===== config.mk =====
export PLATFORM = sky130hd
export DESIGN_NAME = line_rasterizer_unit
export DESIGN_NICKNAME = d
export VERILOG_FILES = /design/src/design/lru_pkg.sv /design/src/design/lru_front.sv /design/src/design/lru_queue.sv /design/src/design/lru_walker.sv /design/src/design/line_rasterizer_unit.sv
export SDC_FILE = /design/constraint.sdc
export NUM_CORES = 1
export LEC_CHECK = 0
export BUFFER_PORTS_ARGS = -buffer_cell sky130_fd_sc_hd__buf_2
export CORE_MARGIN = 2
export CORE_UTILIZATION = 45
export CTS_BUF_LIST = sky130_fd_sc_hd__clkbuf_16
export DETAILED_ROUTE_END_ITERATION = 16
export GPL_TIMING_DRIVEN = 0
export PLACE_DENSITY = 0.62
export SETUP_SLACK_MARGIN = 0.2
export SLEW_MARGIN = 20
export SYNTH_ARGS = -nofsm -noshare
export SYNTH_HDL_FRONTEND = slang
export SYNTH_HIERARCHICAL = 1
export SYNTH_SLANG_ARGS = --single-unit
export TNS_END_PERCENT = 1

===== constraint.sdc =====
create_clock -name clk -period 10.7 [get_ports clk]
set_clock_uncertainty 0.1 [all_clocks]
set_input_delay 2.14 -clock clk [delete_from_list [all_inputs] [get_ports clk]]
set_output_delay 2.14 -clock clk [all_outputs]
set_load 0.03 [all_outputs]

===== src/design/lru_pkg.sv =====
// Shared types and constants of the line rasterizer.
`timescale 1ns / 1ps
package lru_pkg;

	localparam int COORD_BITS  = 6;
	localparam int ADDR_BITS   = 2 * COORD_BITS;
	localparam int PITCH_BITS  = COORD_BITS + 1;
	localparam int ERR_BITS    = COORD_BITS + 1;
	localparam int PITCH_RESET = 1 << COORD_BITS;

	typedef logic [COORD_BITS-1:0] coord_t;
	typedef logic [ADDR_BITS-1:0]  addr_t;
	typedef logic [PITCH_BITS-1:0] pitch_t;
	typedef logic [ERR_BITS-1:0]   err_t;

	typedef struct packed {
		coord_t start_x;
		coord_t start_y;
		coord_t end_x;
		coord_t end_y;
	} seg_in_t;

	typedef struct packed {
		coord_t pixel_x;
		coord_t pixel_y;
		addr_t  pixel_address;
		logic   last_pixel;
	} pixel_out_t;

	// One classified segment, in major-axis order
	typedef struct packed {
		coord_t maj_start;
		coord_t mnr_start;
		coord_t major_delta;
		coord_t minor_delta;
		logic   minor_step_negative;
		logic   x_is_major;
	} job_t;

	typedef enum logic {
		WALK_IDLE,
		WALK_RUN
	} walk_state_t;

endpackage


===== src/design/lru_front.sv =====
// Front end: accepts segments, orders them along the major axis, drops empty ones.
`timescale 1ns / 1ps
module lru_front (
	input  logic            seg_valid,
	output logic            seg_stall,
	input  lru_pkg::seg_in_t seg,
	input  logic            q_full,
	output logic            q_push,
	output lru_pkg::job_t   q_job
);
	import lru_pkg::*;

	coord_t adx, ady;
	logic   x_major, swap;
	coord_t mnr_end;

	always_comb begin
		adx     = (seg.end_x >= seg.start_x) ? seg.end_x - seg.start_x : seg.start_x - seg.end_x;
		ady     = (seg.end_y >= seg.start_y) ? seg.end_y - seg.start_y : seg.start_y - seg.end_y;
		x_major = (adx >= ady);
		swap    = x_major ? (seg.end_x < seg.start_x) : (seg.end_y < seg.start_y);

		if (x_major) begin
			q_job.maj_start = swap ? seg.end_x : seg.start_x;
			q_job.mnr_start = swap ? seg.end_y : seg.start_y;
			mnr_end         = swap ? seg.start_y : seg.end_y;
			q_job.major_delta = adx;
			q_job.minor_delta = ady;
		end else begin
			q_job.maj_start = swap ? seg.end_y : seg.start_y;
			q_job.mnr_start = swap ? seg.end_x : seg.start_x;
			mnr_end         = swap ? seg.start_x : seg.end_x;
			q_job.major_delta = ady;
			q_job.minor_delta = adx;
		end
		q_job.minor_step_negative = (mnr_end < q_job.mnr_start);
		q_job.x_is_major          = x_major;
	end

	assign seg_stall = q_full;
	// a segment with equal endpoints is taken and dropped
	assign q_push = seg_valid && !q_full && ((adx != '0) || (ady != '0));

endmodule


===== src/design/lru_queue.sv =====
// Small register queue of classified segments between front end and walker.
`timescale 1ns / 1ps
module lru_queue #(
	parameter int DEPTH = 2
) (
	input  logic          clk,
	input  logic          arst_n,
	input  logic          push,
	input  lru_pkg::job_t push_job,
	output logic          full,
	input  logic          pop,
	output lru_pkg::job_t pop_job,
	output logic          empty
);
	import lru_pkg::*;

	localparam int IDX_BITS = (DEPTH > 1) ? $clog2(DEPTH) : 1;
	localparam int CNT_BITS = $clog2(DEPTH + 1);

	job_t                entries_q [DEPTH];
	logic [IDX_BITS-1:0] wr_ptr_q, rd_ptr_q;
	logic [CNT_BITS-1:0] count_q;
	logic                do_push, do_pop;

	assign full    = (count_q == CNT_BITS'(DEPTH));
	assign empty   = (count_q == '0);
	assign do_push = push && !full;
	assign do_pop  = pop && !empty;
	assign pop_job = entries_q[rd_ptr_q];

	always_ff @(posedge clk or negedge arst_n) begin
		if (!arst_n) begin
			wr_ptr_q <= '0;
			rd_ptr_q <= '0;
			count_q  <= '0;
		end else begin
			if (do_push)
				wr_ptr_q <= (wr_ptr_q == IDX_BITS'(DEPTH - 1)) ? '0 : wr_ptr_q + 1'b1;
			if (do_pop)
				rd_ptr_q <= (rd_ptr_q == IDX_BITS'(DEPTH - 1)) ? '0 : rd_ptr_q + 1'b1;
			if (do_push && !do_pop)
				count_q <= count_q + 1'b1;
			else if (do_pop && !do_push)
				count_q <= count_q - 1'b1;
		end
	end

	always_ff @(posedge clk) begin
		if (do_push)
			entries_q[wr_ptr_q] <= push_job;
	end

endmodule


===== src/design/lru_walker.sv =====
// Back end: steps one segment a pixel per cycle into the output register while the output is not stalled.
`timescale 1ns / 1ps
module lru_walker (
	input  logic               clk,
	input  logic               arst_n,
	input  lru_pkg::pitch_t    row_pitch,
	input  logic               q_empty,
	input  lru_pkg::job_t      q_job,
	output logic               q_pop,
	output logic               pix_valid,
	input  logic               pix_stall,
	output lru_pkg::pixel_out_t pix
);
	import lru_pkg::*;

	localparam int PROD_BITS = COORD_BITS + PITCH_BITS;

	walk_state_t state_q, state_d;

	coord_t maj_q, mnr_q, major_q, minor_q, steps_q;
	err_t   err_q;
	logic   neg_q, xmaj_q;

	logic       out_valid_q;
	pixel_out_t out_q;

	logic                 can_emit, load, step, last;
	err_t                 err_sum, err_next;
	coord_t               mnr_next, px, py;
	logic [PROD_BITS-1:0] prod, addr_sum;

	assign can_emit = !out_valid_q || !pix_stall;

	always_comb begin
		err_sum  = err_q + {1'b0, minor_q};
		err_next = err_sum;
		mnr_next = mnr_q;
		if (err_sum >= {1'b0, major_q}) begin
			err_next = err_sum - {1'b0, major_q};
			mnr_next = neg_q ? mnr_q - 1'b1 : mnr_q + 1'b1;
		end
		px       = xmaj_q ? maj_q : mnr_next;
		py       = xmaj_q ? mnr_next : maj_q;
		prod     = PROD_BITS'(py) * PROD_BITS'(row_pitch);
		addr_sum = prod + PROD_BITS'(px);
		last     = (steps_q == COORD_BITS'(1));
	end

	always_comb begin
		state_d = state_q;
		load    = 1'b0;
		step    = 1'b0;
		case (state_q)
			WALK_IDLE: begin
				if (!q_empty) begin
					load    = 1'b1;
					state_d = WALK_RUN;
				end
			end
			WALK_RUN: begin
				if (can_emit) begin
					step = 1'b1;
					if (last)
						state_d = WALK_IDLE;
				end
			end
			default: state_d = WALK_IDLE;
		endcase
	end

	assign q_pop = load;

	always_ff @(posedge clk or negedge arst_n) begin
		if (!arst_n)
			state_q <= WALK_IDLE;
		else
			state_q <= state_d;
	end

	always_ff @(posedge clk or negedge arst_n) begin
		if (!arst_n)
			out_valid_q <= 1'b0;
		else if (step)
			out_valid_q <= 1'b1;
		else if (!pix_stall)
			out_valid_q <= 1'b0;
	end

	always_ff @(posedge clk) begin
		if (load) begin
			maj_q   <= q_job.maj_start;
			mnr_q   <= q_job.mnr_start;
			major_q <= q_job.major_delta;
			minor_q <= q_job.minor_delta;
			steps_q <= q_job.major_delta;
			neg_q   <= q_job.minor_step_negative;
			xmaj_q  <= q_job.x_is_major;
			err_q   <= '0;
		end else if (step) begin
			maj_q   <= maj_q + 1'b1;
			mnr_q   <= mnr_next;
			err_q   <= err_next;
			steps_q <= steps_q - 1'b1;
		end
		if (step) begin
			out_q.pixel_x       <= px;
			out_q.pixel_y       <= py;
			out_q.pixel_address <= addr_sum[ADDR_BITS-1:0];
			out_q.last_pixel    <= last;
		end
	end

	assign pix_valid = out_valid_q;
	assign pix       = out_q;

endmodule


===== src/design/line_rasterizer_unit.sv =====
// Top level of the line rasterizer: pitch register, front end, queue and walker.
`timescale 1ns / 1ps
// Segment channel (seg_valid, seg_stall, seg): one beat is one segment, two
// endpoints. The front end orders it along its major axis in the same cycle
// and writes it to a short queue; segments with equal endpoints are taken
// and produce nothing. seg_stall is high only while the queue is full.
// Pixel channel (pix_valid, pix_stall, pix): one beat per plotted pixel,
// x, y, address x + y * pitch and a flag on the last pixel of a segment.
// The walker pulls a segment from the queue when idle, then emits one
// pixel per cycle from its output register while pix_stall is low; a
// segment passes the queue, the walker's load and its output register
// before its first pixel appears. The walker's single step per cycle
// sets the rate. While pix_stall is high and a pixel beat is waiting, the
// walker holds its position and the output beat stays unchanged; the front
// end keeps filling the queue.
// Configuration (cfg_valid, cfg_ready, cfg_pitch): always ready, writes the
// row pitch; write it only while no segment is in flight.
// Reset clears the queue and the walker and sets the pitch to 64.
module line_rasterizer_unit #(
	parameter int QUEUE_DEPTH = 2
) (
	input  logic                clk,
	input  logic                arst_n,
	input  logic                seg_valid,
	output logic                seg_stall,
	input  lru_pkg::seg_in_t    seg,
	output logic                pix_valid,
	input  logic                pix_stall,
	output lru_pkg::pixel_out_t pix,
	input  logic                cfg_valid,
	output logic                cfg_ready,
	input  lru_pkg::pitch_t     cfg_pitch
);
	import lru_pkg::*;

	pitch_t pitch_q;
	job_t   push_job, pop_job;
	logic   q_full, q_empty, q_push, q_pop;

	assign cfg_ready = 1'b1;

	always_ff @(posedge clk or negedge arst_n) begin
		if (!arst_n)
			pitch_q <= PITCH_BITS'(PITCH_RESET);
		else if (cfg_valid && cfg_ready)
			pitch_q <= cfg_pitch;
	end

	lru_front u_front (
		.seg_valid (seg_valid),
		.seg_stall (seg_stall),
		.seg       (seg),
		.q_full    (q_full),
		.q_push    (q_push),
		.q_job     (push_job)
	);

	lru_queue #(
		.DEPTH (QUEUE_DEPTH)
	) u_queue (
		.clk      (clk),
		.arst_n   (arst_n),
		.push     (q_push),
		.push_job (push_job),
		.full     (q_full),
		.pop      (q_pop),
		.pop_job  (pop_job),
		.empty    (q_empty)
	);

	lru_walker u_walker (
		.clk       (clk),
		.arst_n    (arst_n),
		.row_pitch (pitch_q),
		.q_empty   (q_empty),
		.q_job     (pop_job),
		.q_pop     (q_pop),
		.pix_valid (pix_valid),
		.pix_stall (pix_stall),
		.pix       (pix)
	);

endmodule

==> out/summary.txt, run 1 <==
Status -> complete, no violations
Yosys synthesis warning count -> 6
Number of global-route vias before repair -> 6164
Sequential area share after synthesis -> 0.398
Worst-Margin Slew -> 785 ps
Critical path's slowest cell -> mux2i_1
R2R cell count -> 28
Slowest stage delay, CP -> 570 ps
FMAX -> 136 MHz
Resized cells post-CTS -> 0
DRT iter0 DRCs -> 386
Most frequent cell after synthesis -> edfxtp_1
Tightest Hold Check Type -> reg2reg
Total grt overflow -> 0
Total CTS buffers -> 17
Slew margin rel. -> 0.476
Number of synthesized register bits -> 129
Via count -> 6344
Crit path required time -> 10750 ps
Top post-synthesis cells by count -> edfxtp_1, inv_1, ha_1, a21oi_1, nand2_1
# diodes -> 0
Period Utilization, post-route -> 0.685
Detailed placer's ending HPWL -> 15200 µm
CTS clk-pin slew, worst paths -> 60 ps
Count of buffers from port buffering -> 61
Slew Viols, Final -> 0
Total Routing Usage GR -> 0.189
# clock sinks -> 129
CP bufs+invs -> 5
Final min period -> 7330 ps
Critical path launch point type -> flop
Post-Syn Instances -> 868
Layout area overhead -> 13.9%
FFs w/ async S/R, synth -> 0.101
Yosys top cell by area -> edfxtp_1
I/O pin total -> 64
Die span in x -> 149 µm
Setup tns final -> 0 ps
Root Buffer Master -> clkbuf_16
Type of the worst setup path -> reg2reg
WP depth -> 28
WL/cell -> 16.2 µm
CP max FO -> 10
WP data arrival -> 7380 ps
Antenna violations before repair -> 0
Worst Hold Depth -> 2
H-tree levels -> 4
First-pass GRT wire length -> 32400 µm
Post-Route WL -> 19900 µm
# DRC -> 0
Final setup viols -> 0
Final hold violation count -> 0
Drt first pass iters -> 5
Clk_lat worst skew -> 410 ps
Hold-fix buffers at CTS -> 0
Die ar. -> 22100 µm²
Cell mode on critical path -> fa_1
DIE HEIGHT -> 149 µm
Setup crit end kind -> flop
Syn_nets -> 1017
Top area cells in the synthesized netlist -> edfxtp_1, ha_1, fa_1
Post-synthesis cell area -> 9410 µm²
Synth cell types -> 68
RD Place Congestion -> 0.882
Clock Path Buffers -> 2
Antenna-violating nets left -> 0
CTS tree -> done
NumNets Final -> 1098
Post-synth top flop -> edfxtp_1
Max-Cap Viols -> 0
CP top delay family -> adder cells
Vias per inst -> 5.15
Synth top area share -> 0.348
RSZ-0062 raised after global routing -> no
Starting Density -> 0.462
Syn Area/Cell -> 10.8 µm²
Proportion of layout cells with a drive suffix above 1 -> 0.198
Rows -> 52
Core ar. -> 20400 µm²
Pin count of the biggest net entering global routing -> 30
Postcts setup bufs -> 0
Post-synth EDFFs -> 109
-- tightest hold or removal path: stages, from the launching register on --
cell,delay [ps]
dfxtp_1,310
nand3_1,50
o21ai_0,70
-- cell families (layout without fill, tap and decap cells) --
family | Yosys count | after routing | synth area share
AOI/OAI and AO/OA | 183 | 183 | 0.128
xor gates and xnor gates | 44 | 44 | 0.0426
adders and majority gates | 113 | 113 | 0.174
buffers and inverters | 130 | 224 | 0.0640
DFF | 129 | 129 | 0.398
muxes | 71 | 71 | 0.0931
other | 1 | 1 | 0.000399
and+or+nand+nor | 197 | 197 | 0.100
-- per-layer routing --
layer | track usage | up-vias | wire, µm | share of wire
li1 | - | 3203 | - | -
met1 | 0.267 | 2982 | 9680 | 0.49
met2 | 0.298 | 134 | 9160 | 0.46
met3 | 0.0319 | 25 | 703 | 0.035
met4 | 0.0600 | 0 | 357 | 0.018
met5 | 0 | - | 0 | 0
-- stage by stage --
stage / util / area, µm² / hold WS (ps) / std cells / worst slack, ps
after floorplan: - / 9410 / 348 / 868 / 4130
after global placement: 0.493 / 10000 / 362 / 1199 / 3080
after detailed placement: 0.495 / 10100 / 377 / 1200 / 3030
after CTS: 0.526 / 10700 / 389 / 1232 / 3390
after global routing: 0.526 / 10700 / 429 / 1232 / 2930
final: 0.526 / 10700 / 383 / 1232 / 3370
-- layout by cell type (no fill, tap or decap), types with 8 or more instances in the layout --
master and n:
edfxtp_1 109, a211oi_1 14, nand2_1 61, inv_1 94, xnor2_1 28, o21ai_1 9, ha_1 83, or3_1 9
nor2b_1 8, xor2_1 14, dfrtp_1 12, and2_1 24, fa_1 30, mux2_2 18, nor2_1 55, mux2_4 26
buf_6 8, mux2i_1 26, clkbuf_16 17, a21oi_1 68, a21o_1 18, buf_2 66, clkbuf_1 12, o21ai_0 29
nand3_1 10
-- cell type report --
cell class	count	area (µm²)
inverter	98	368
tap	270	338
timing repair buffer	62	320
clock buffer	17	425
multi-input combinational	609	5070
buffer	32	235
clock inverter	15	216
fill	1765	9650
sequential	129	3740
-- path summary, 6_finish.rpt --
check / from / end / slack, ps
worst max-delay path: u_walker/err_q[0] / u_walker/pix[12] / 3370
worst min register to register: u_walker/err_q[0] / u_walker/err_q[0] / 380
min in group asynchronous: arst_n / u_walker/pix_valid / 1550
worst min-delay path: u_walker/err_q[0] / u_walker/err_q[0] / 380
worst max register to register: u_walker/err_q[0] / u_walker/pix[12] / 3370
max in group asynchronous: arst_n / pitch_q[6] / 8610
-- registers in the layout, summed over array words and instances, names as in the netlist, 7 cells and up --
register           cells
u_walker/pix          25
u_queue/entries_q     52
u_walker/err_q         7
pitch_q                7
Power of run 1 is not shown: default switching activity piles up to over one toggle a cycle in this logic, so the estimate is an artifact.
==> inputs of run 2 (changes only) <==
Settings changed: PLACE_DENSITY 0.62 to 0.65.
Clock period 10.7 ns to 6.5 ns, I/O delays scaled along.
==> run 2 against run 1 <==
- the run now ends with negative setup slack left
- largest cell class unchanged
- worst hold slack worse by 9.0 ps
- final cell count is 2.4% higher
- sequential share of layout area is 1.4 points lower
- global-route usage is 0.58 points higher
- utilization is 2.2 points higher
- non-clock buffer count is 29 higher
- critical endpoint unchanged
- flip-flop and latch count stayed put
- register-to-register slack worse by 3500 ps
==> out/summary.txt, run 2 (synthesized netlist as in run 1, its figures left out) <==
Max-Cap Viols -> 0 (unchanged)
R2R cell count -> 26 (-7.1%)
Worst-Margin Slew -> 769 ps (-15.5 ps)
Slowest stage delay, CP -> 520 ps (-50 ps)
# clock sinks -> 129 (unchanged)
WL/cell -> 16.3 µm (+0.86%)
Area after DPL -> 10200 µm² (+0.96%)
Critical path launch point type -> flop
Worst hold slack -> 374 ps (-8.98 ps)
Type of the worst setup path -> reg2reg
# DRC -> 0 (unchanged)
Place WS -> -564 ps (-3600 ps)
Post-Route WL -> 20500 µm (+3.2%)
H-tree levels -> 4 (unchanged)
CTS tree -> done
Period Utilization, post-route -> 1.02 (+0.336)
Proportion of layout cells with a drive suffix above 1 -> 0.262 (+0.0649)
Drt first pass iters -> 5 (unchanged)
R2r setup slk -> -140 ps (-3510 ps)
Critical path's slowest cell -> fa_1
Worst setup startpoint -> u_walker/minor_q[0]
Slew margin rel. -> 0.486 (+0.0103)
DIE HEIGHT -> 149 µm (unchanged)
Detailed placer's ending HPWL -> 15100 µm (-0.31%)
RD Place Congestion -> 0.888 (+0.65%)
Die ar. -> 22100 µm² (unchanged)
R2r endpoint -> u_walker/pix[12]
RSZ-0062 raised after global routing -> yes
CP top delay family -> adder cells
Count of buffers from port buffering -> 61 (unchanged)
Most frequent cells in the layout -> edfxtp_1, inv_1, ha_1, buf_2, a21oi_1
Failing checks -> negative setup slack
FMAX -> 151 MHz (+10%)
Tightest Hold Check Type -> reg2reg
Total CTS buffers -> 17 (unchanged)
Antenna-violating nets left -> 0 (unchanged)
Worst Setup EP -> u_walker/pix[12]
Pin count of the biggest net entering global routing -> 30 (unchanged)
Worst Hold Depth -> 2 (unchanged)
Layout area overhead -> 18.6%
Starting Density -> 0.462 (unchanged)
Final setup viols -> 2 (+2)
CP bufs+invs -> 6 (+1)
# diodes -> 0 (unchanged)
Slew Viols, Final -> 0 (unchanged)
Largest register FFs -> 52 (unchanged)
NumNets Final -> 1127 (+2.6%)
Final min period -> 6640 ps (-693 ps)
Status -> finished with violations
Worst setup margin -> -137 ps (-3510 ps)
Total grt overflow -> 0 (unchanged)
Commonest non-fill, non-tap cell in the layout -> edfxtp_1
Number of global-route vias before repair -> 6364 (+3.2%)
Core ar. -> 20400 µm² (unchanged)
Design Area, Final -> 11200 µm² (+4.1%)
WP depth -> 26 (-7.1%)
Biggest register -> u_queue/entries_q
Cell mode on critical path -> fa_1
I/O pin total -> 64 (unchanged)
Final hold violation count -> 0 (unchanged)
Setup crit end kind -> flop
Root Buffer Master -> clkbuf_16
Total Routing Usage GR -> 0.195 (+0.00585)
Reg-to-Reg Start -> u_walker/minor_q[0]
Rows -> 52 (unchanged)
Post-Layout Cell Count -> 1261 (+2.4%)
Via count -> 6537 (+3.0%)
WP data arrival -> 6680 ps (-700 ps)
CP max FO -> 7 (-3)
Antenna violations before repair -> 0 (unchanged)
CTS clk-pin slew, worst paths -> 60 ps (about the same)
DRT iter0 DRCs -> 429 (+11%)
Crit path required time -> 6550 ps (-4200 ps)
Placed cell count -> 1200 (unchanged)
First-pass GRT wire length -> 33200 µm (+2.5%)
Clock Path Buffers -> 2 (unchanged)
Clk_lat worst skew -> 420 ps (about the same)
Vias per inst -> 5.18 (+0.67%)
Die span in x -> 149 µm (unchanged)
run 2: cell type report:
cell class                      instances  area, µm²
Clock inverter                         15        145
Clock buffer                           17        425
Timing Repair Buffer                   91        558
Fill cell                            1758       9210
Inverter                               98        368
Tap cell                              270        338
Multi-Input combinational cell        609       5340
Sequential cell                       129       3740
Buffer                                 32        235
run 2: what timing repair did:
action                                 CTS  global route
pin swaps                               47            14
setup endpoints to repair                7             9
buffers inserted                        27             2
gates resized for setup                 31             9
endpoints found under the hold margin    0             0
hold buffers                             0             0
run 2: worst min-delay path, cell delays in order, from the launching register on:
cell,delay [ps]
dfxtp_2,320
nand3_1,50
o21ai_0,70
run 2: metal layers:
metal,GRT usage,share of wire,vias up
li1,-,-,3254
met1,0.277,0.48,3101
met2,0.303,0.46,158
met3,0.0399,0.044,24
met4,0.0571,0.018,0
met5,0,0,-
run 2: how the worst min path moves through the flow:
stage                                 start           endpoint  slack [ps]
final                     u_walker/err_q[0]  u_walker/err_q[0]         370
after global routing      u_walker/err_q[2]  u_walker/err_q[2]         430
after CTS                 u_walker/err_q[0]  u_walker/err_q[0]         380
after detailed placement  u_walker/err_q[5]  u_walker/err_q[5]         370
after global placement    u_walker/err_q[4]  u_walker/err_q[4]         360
after floorplan           u_walker/err_q[2]  u_walker/err_q[2]         350
run 2: stage by stage:
stage / util / setup TNS, ps
floorplan: - / 0
global placement: 0.498 / -2010
detailed placement: 0.499 / -2350
CTS: 0.544 / -132
global route: 0.548 / -1460
finish: 0.548 / -226
Power of run 2 is left out for the same reason.
==> inputs of run 3 (changes only) <==
Settings changed: CORE_UTILIZATION 45 to 56, PLACE_DENSITY 0.65 to 0.78.
==> run 3 against run 2 <==
- the flow still finishes with violations (negative setup slack)
- register-to-register slack worse by 40 ps
- worst hold slack worse by 2.2 ps
- critical path depth unchanged
- routed wire length down 0.14%
- non-clock buffer count down 5
- via count up 4.3%
- cell area down 1.0%
==> out/summary.txt, run 3 (synthesized netlist as in run 1, its figures left out) <==
Tightest Hold Check Type -> reg2reg
FILL cells -> 1180 (-33%)
Critical path launch point type -> flop
Status -> finished with violations
Via count -> 6819 (+4.3%)
Die ar. -> 17900 µm² (-19%)
Final min period -> 6680 ps (+40.3 ps)
Total grt overflow -> 0 (unchanged)
CTS clk-pin slew, worst paths -> 60 ps (about the same)
Final hold violation count -> 0 (unchanged)
Max-Cap Viols -> 0 (unchanged)
Antenna-violating nets left -> 0 (unchanged)
Biggest register -> u_queue/entries_q
Number of global-route vias before repair -> 6710 (+5.4%)
Final setup viols -> 3 (+1)
# DRC -> 0 (unchanged)
Hold-fix buffers at CTS -> 0 (unchanged)
NumNets Final -> 1122 (-0.44%)
Slew Viols, Final -> 0 (unchanged)
Detailed placer's ending HPWL -> 14700 µm (-3.1%)
Commonest non-fill, non-tap cell in the layout -> edfxtp_1
Placed cell count -> 1149 (-4.3%)
Clock Path Buffers -> 2 (unchanged)
H-tree levels -> 4 (unchanged)
WL/cell -> 17.0 µm (+4.5%)
Type of the worst setup path -> reg2reg
Count of buffers from port buffering -> 61 (unchanged)
I/O pin total -> 64 (unchanged)
Total CTS buffers -> 17 (unchanged)
Worst-Margin Slew -> 789 ps (+20.3 ps)
CP max FO -> 7 (unchanged)
Period Utilization, post-route -> 1.03 (+0.00620)
Crit path required time -> 6550 ps (about the same)
Most frequent cells in the layout -> edfxtp_1, inv_1, ha_1, buf_2, a21oi_1
DRT iter0 DRCs -> 548 (+28%)
Setup tns final -> -254 ps (-27.9 ps)
# clock sinks -> 129 (unchanged)
RD Place Congestion -> 0.882 (-0.68%)
Clk_lat worst skew -> 420 ps (about the same)
Final core utilization -> 0.668 (+0.120)
DIE HEIGHT -> 134 µm (-10%)
Root Buffer Master -> clkbuf_16
Layout area overhead -> 17.3%
Drt first pass iters -> 5 (unchanged)
Failing checks -> negative setup slack
Pin count of the biggest net entering global routing -> 30 (unchanged)
Rows -> 47 (-9.6%)
WP data arrival -> 6730 ps (+50 ps)
# diodes -> 0 (unchanged)
Core ar. -> 16500 µm² (-19%)
Total Routing Usage GR -> 0.239 (+0.0441)
Post-Layout Cell Count -> 1205 (-4.4%)
Vias per inst -> 5.66 (+9.2%)
Antenna violations before repair -> 0 (unchanged)
Slew margin rel. -> 0.472 (-0.0135)
Proportion of layout cells with a drive suffix above 1 -> 0.256 (-0.00652)
Starting Density -> 0.569 (+0.107)
Worst hold slack -> 372 ps (-2.21 ps)
FMAX -> 150 MHz (-0.60%)
Setup crit end kind -> flop
Post-Route WL -> 20500 µm (-0.14%)
Largest register FFs -> 52 (unchanged)
RSZ-0062 raised after global routing -> yes
CTS tree -> done
First-pass GRT wire length -> 33300 µm (+0.23%)
Worst setup margin -> -178 ps (-40.3 ps)
Die span in x -> 134 µm (-10%)
-- run 3: metrics by stage --
stage          cell area [µm²]  setup slack (ps)
2_1_floorplan             9500               211
6_report                 11000              -178
3_5_place_dp             10100              -631
4_1_cts                  11000              -190
3_3_place_gp             10100              -562
5_1_grt                  11000              -468
-- run 3: layout make-up --
class	instances	area (µm²)	area share
plain buffers	32	239	0.0217
clock buffers	17	425	0.0385
flip-flops and latches	129	3740	0.339
repair buffers	86	508	0.0460
well taps	220	275	0.0249
multi-input cells	609	5320	0.482
clock inverters	14	165	0.0150
inverters	98	368	0.0333
-- run 3: worst paths after layout --
check	cells past startpoint	from	end	slack, ps
hold / removal	2	u_walker/err_q[0]	u_walker/err_q[0]	370
hold reg to reg	2	u_walker/err_q[0]	u_walker/err_q[0]	370
min in group asynchronous	1	arst_n	u_walker/pix_valid	700
max in group asynchronous	1	arst_n	pitch_q[6]	5270
setup / recovery	26	u_walker/minor_q[1]	u_walker/pix[12]	-180
setup reg to reg	26	u_walker/minor_q[1]	u_walker/pix[12]	-180
-- run 3: critical path, stage by stage (launching register included) --
cell	delay, ps
edfxtp_1	400
ha_1	290
a21o_1	180
a21oi_2	150
o21bai_1	80
a21oi_1	160
xnor2_1	180
ha_1	320
nand2_1	90
o21bai_2	90
a211oi_4	280
buf_6	240
mux2i_4	310
mux2i_4	150
buf_4	190
nand2_1	90
fa_1	410
fa_1	490
inv_1	50
fa_1	480
ha_1	320
ha_2	200
or3_4	390
o211ai_1	300
a21oi_1	140
xnor2_1	220
xnor2_1	80
-- run 3: repair_timing --
item | in CTS | in global routing
setup buffers | 25 | 0
pin swaps | 44 | 1
resized for setup | 25 | 15
setup endpoints to repair | 7 | 9
-- run 3: per-layer routing --
metal | vias to the layer above | part of all wire | GRT usage
li1 | 3247 | - | -
met1 | 3281 | 0.44 | 0.318
met5 | - | 0 | 0
met2 | 254 | 0.49 | 0.391
met4 | 0 | 0.024 | 0.0887
met3 | 37 | 0.051 | 0.0453
Power of run 3 is left out for the same reason.
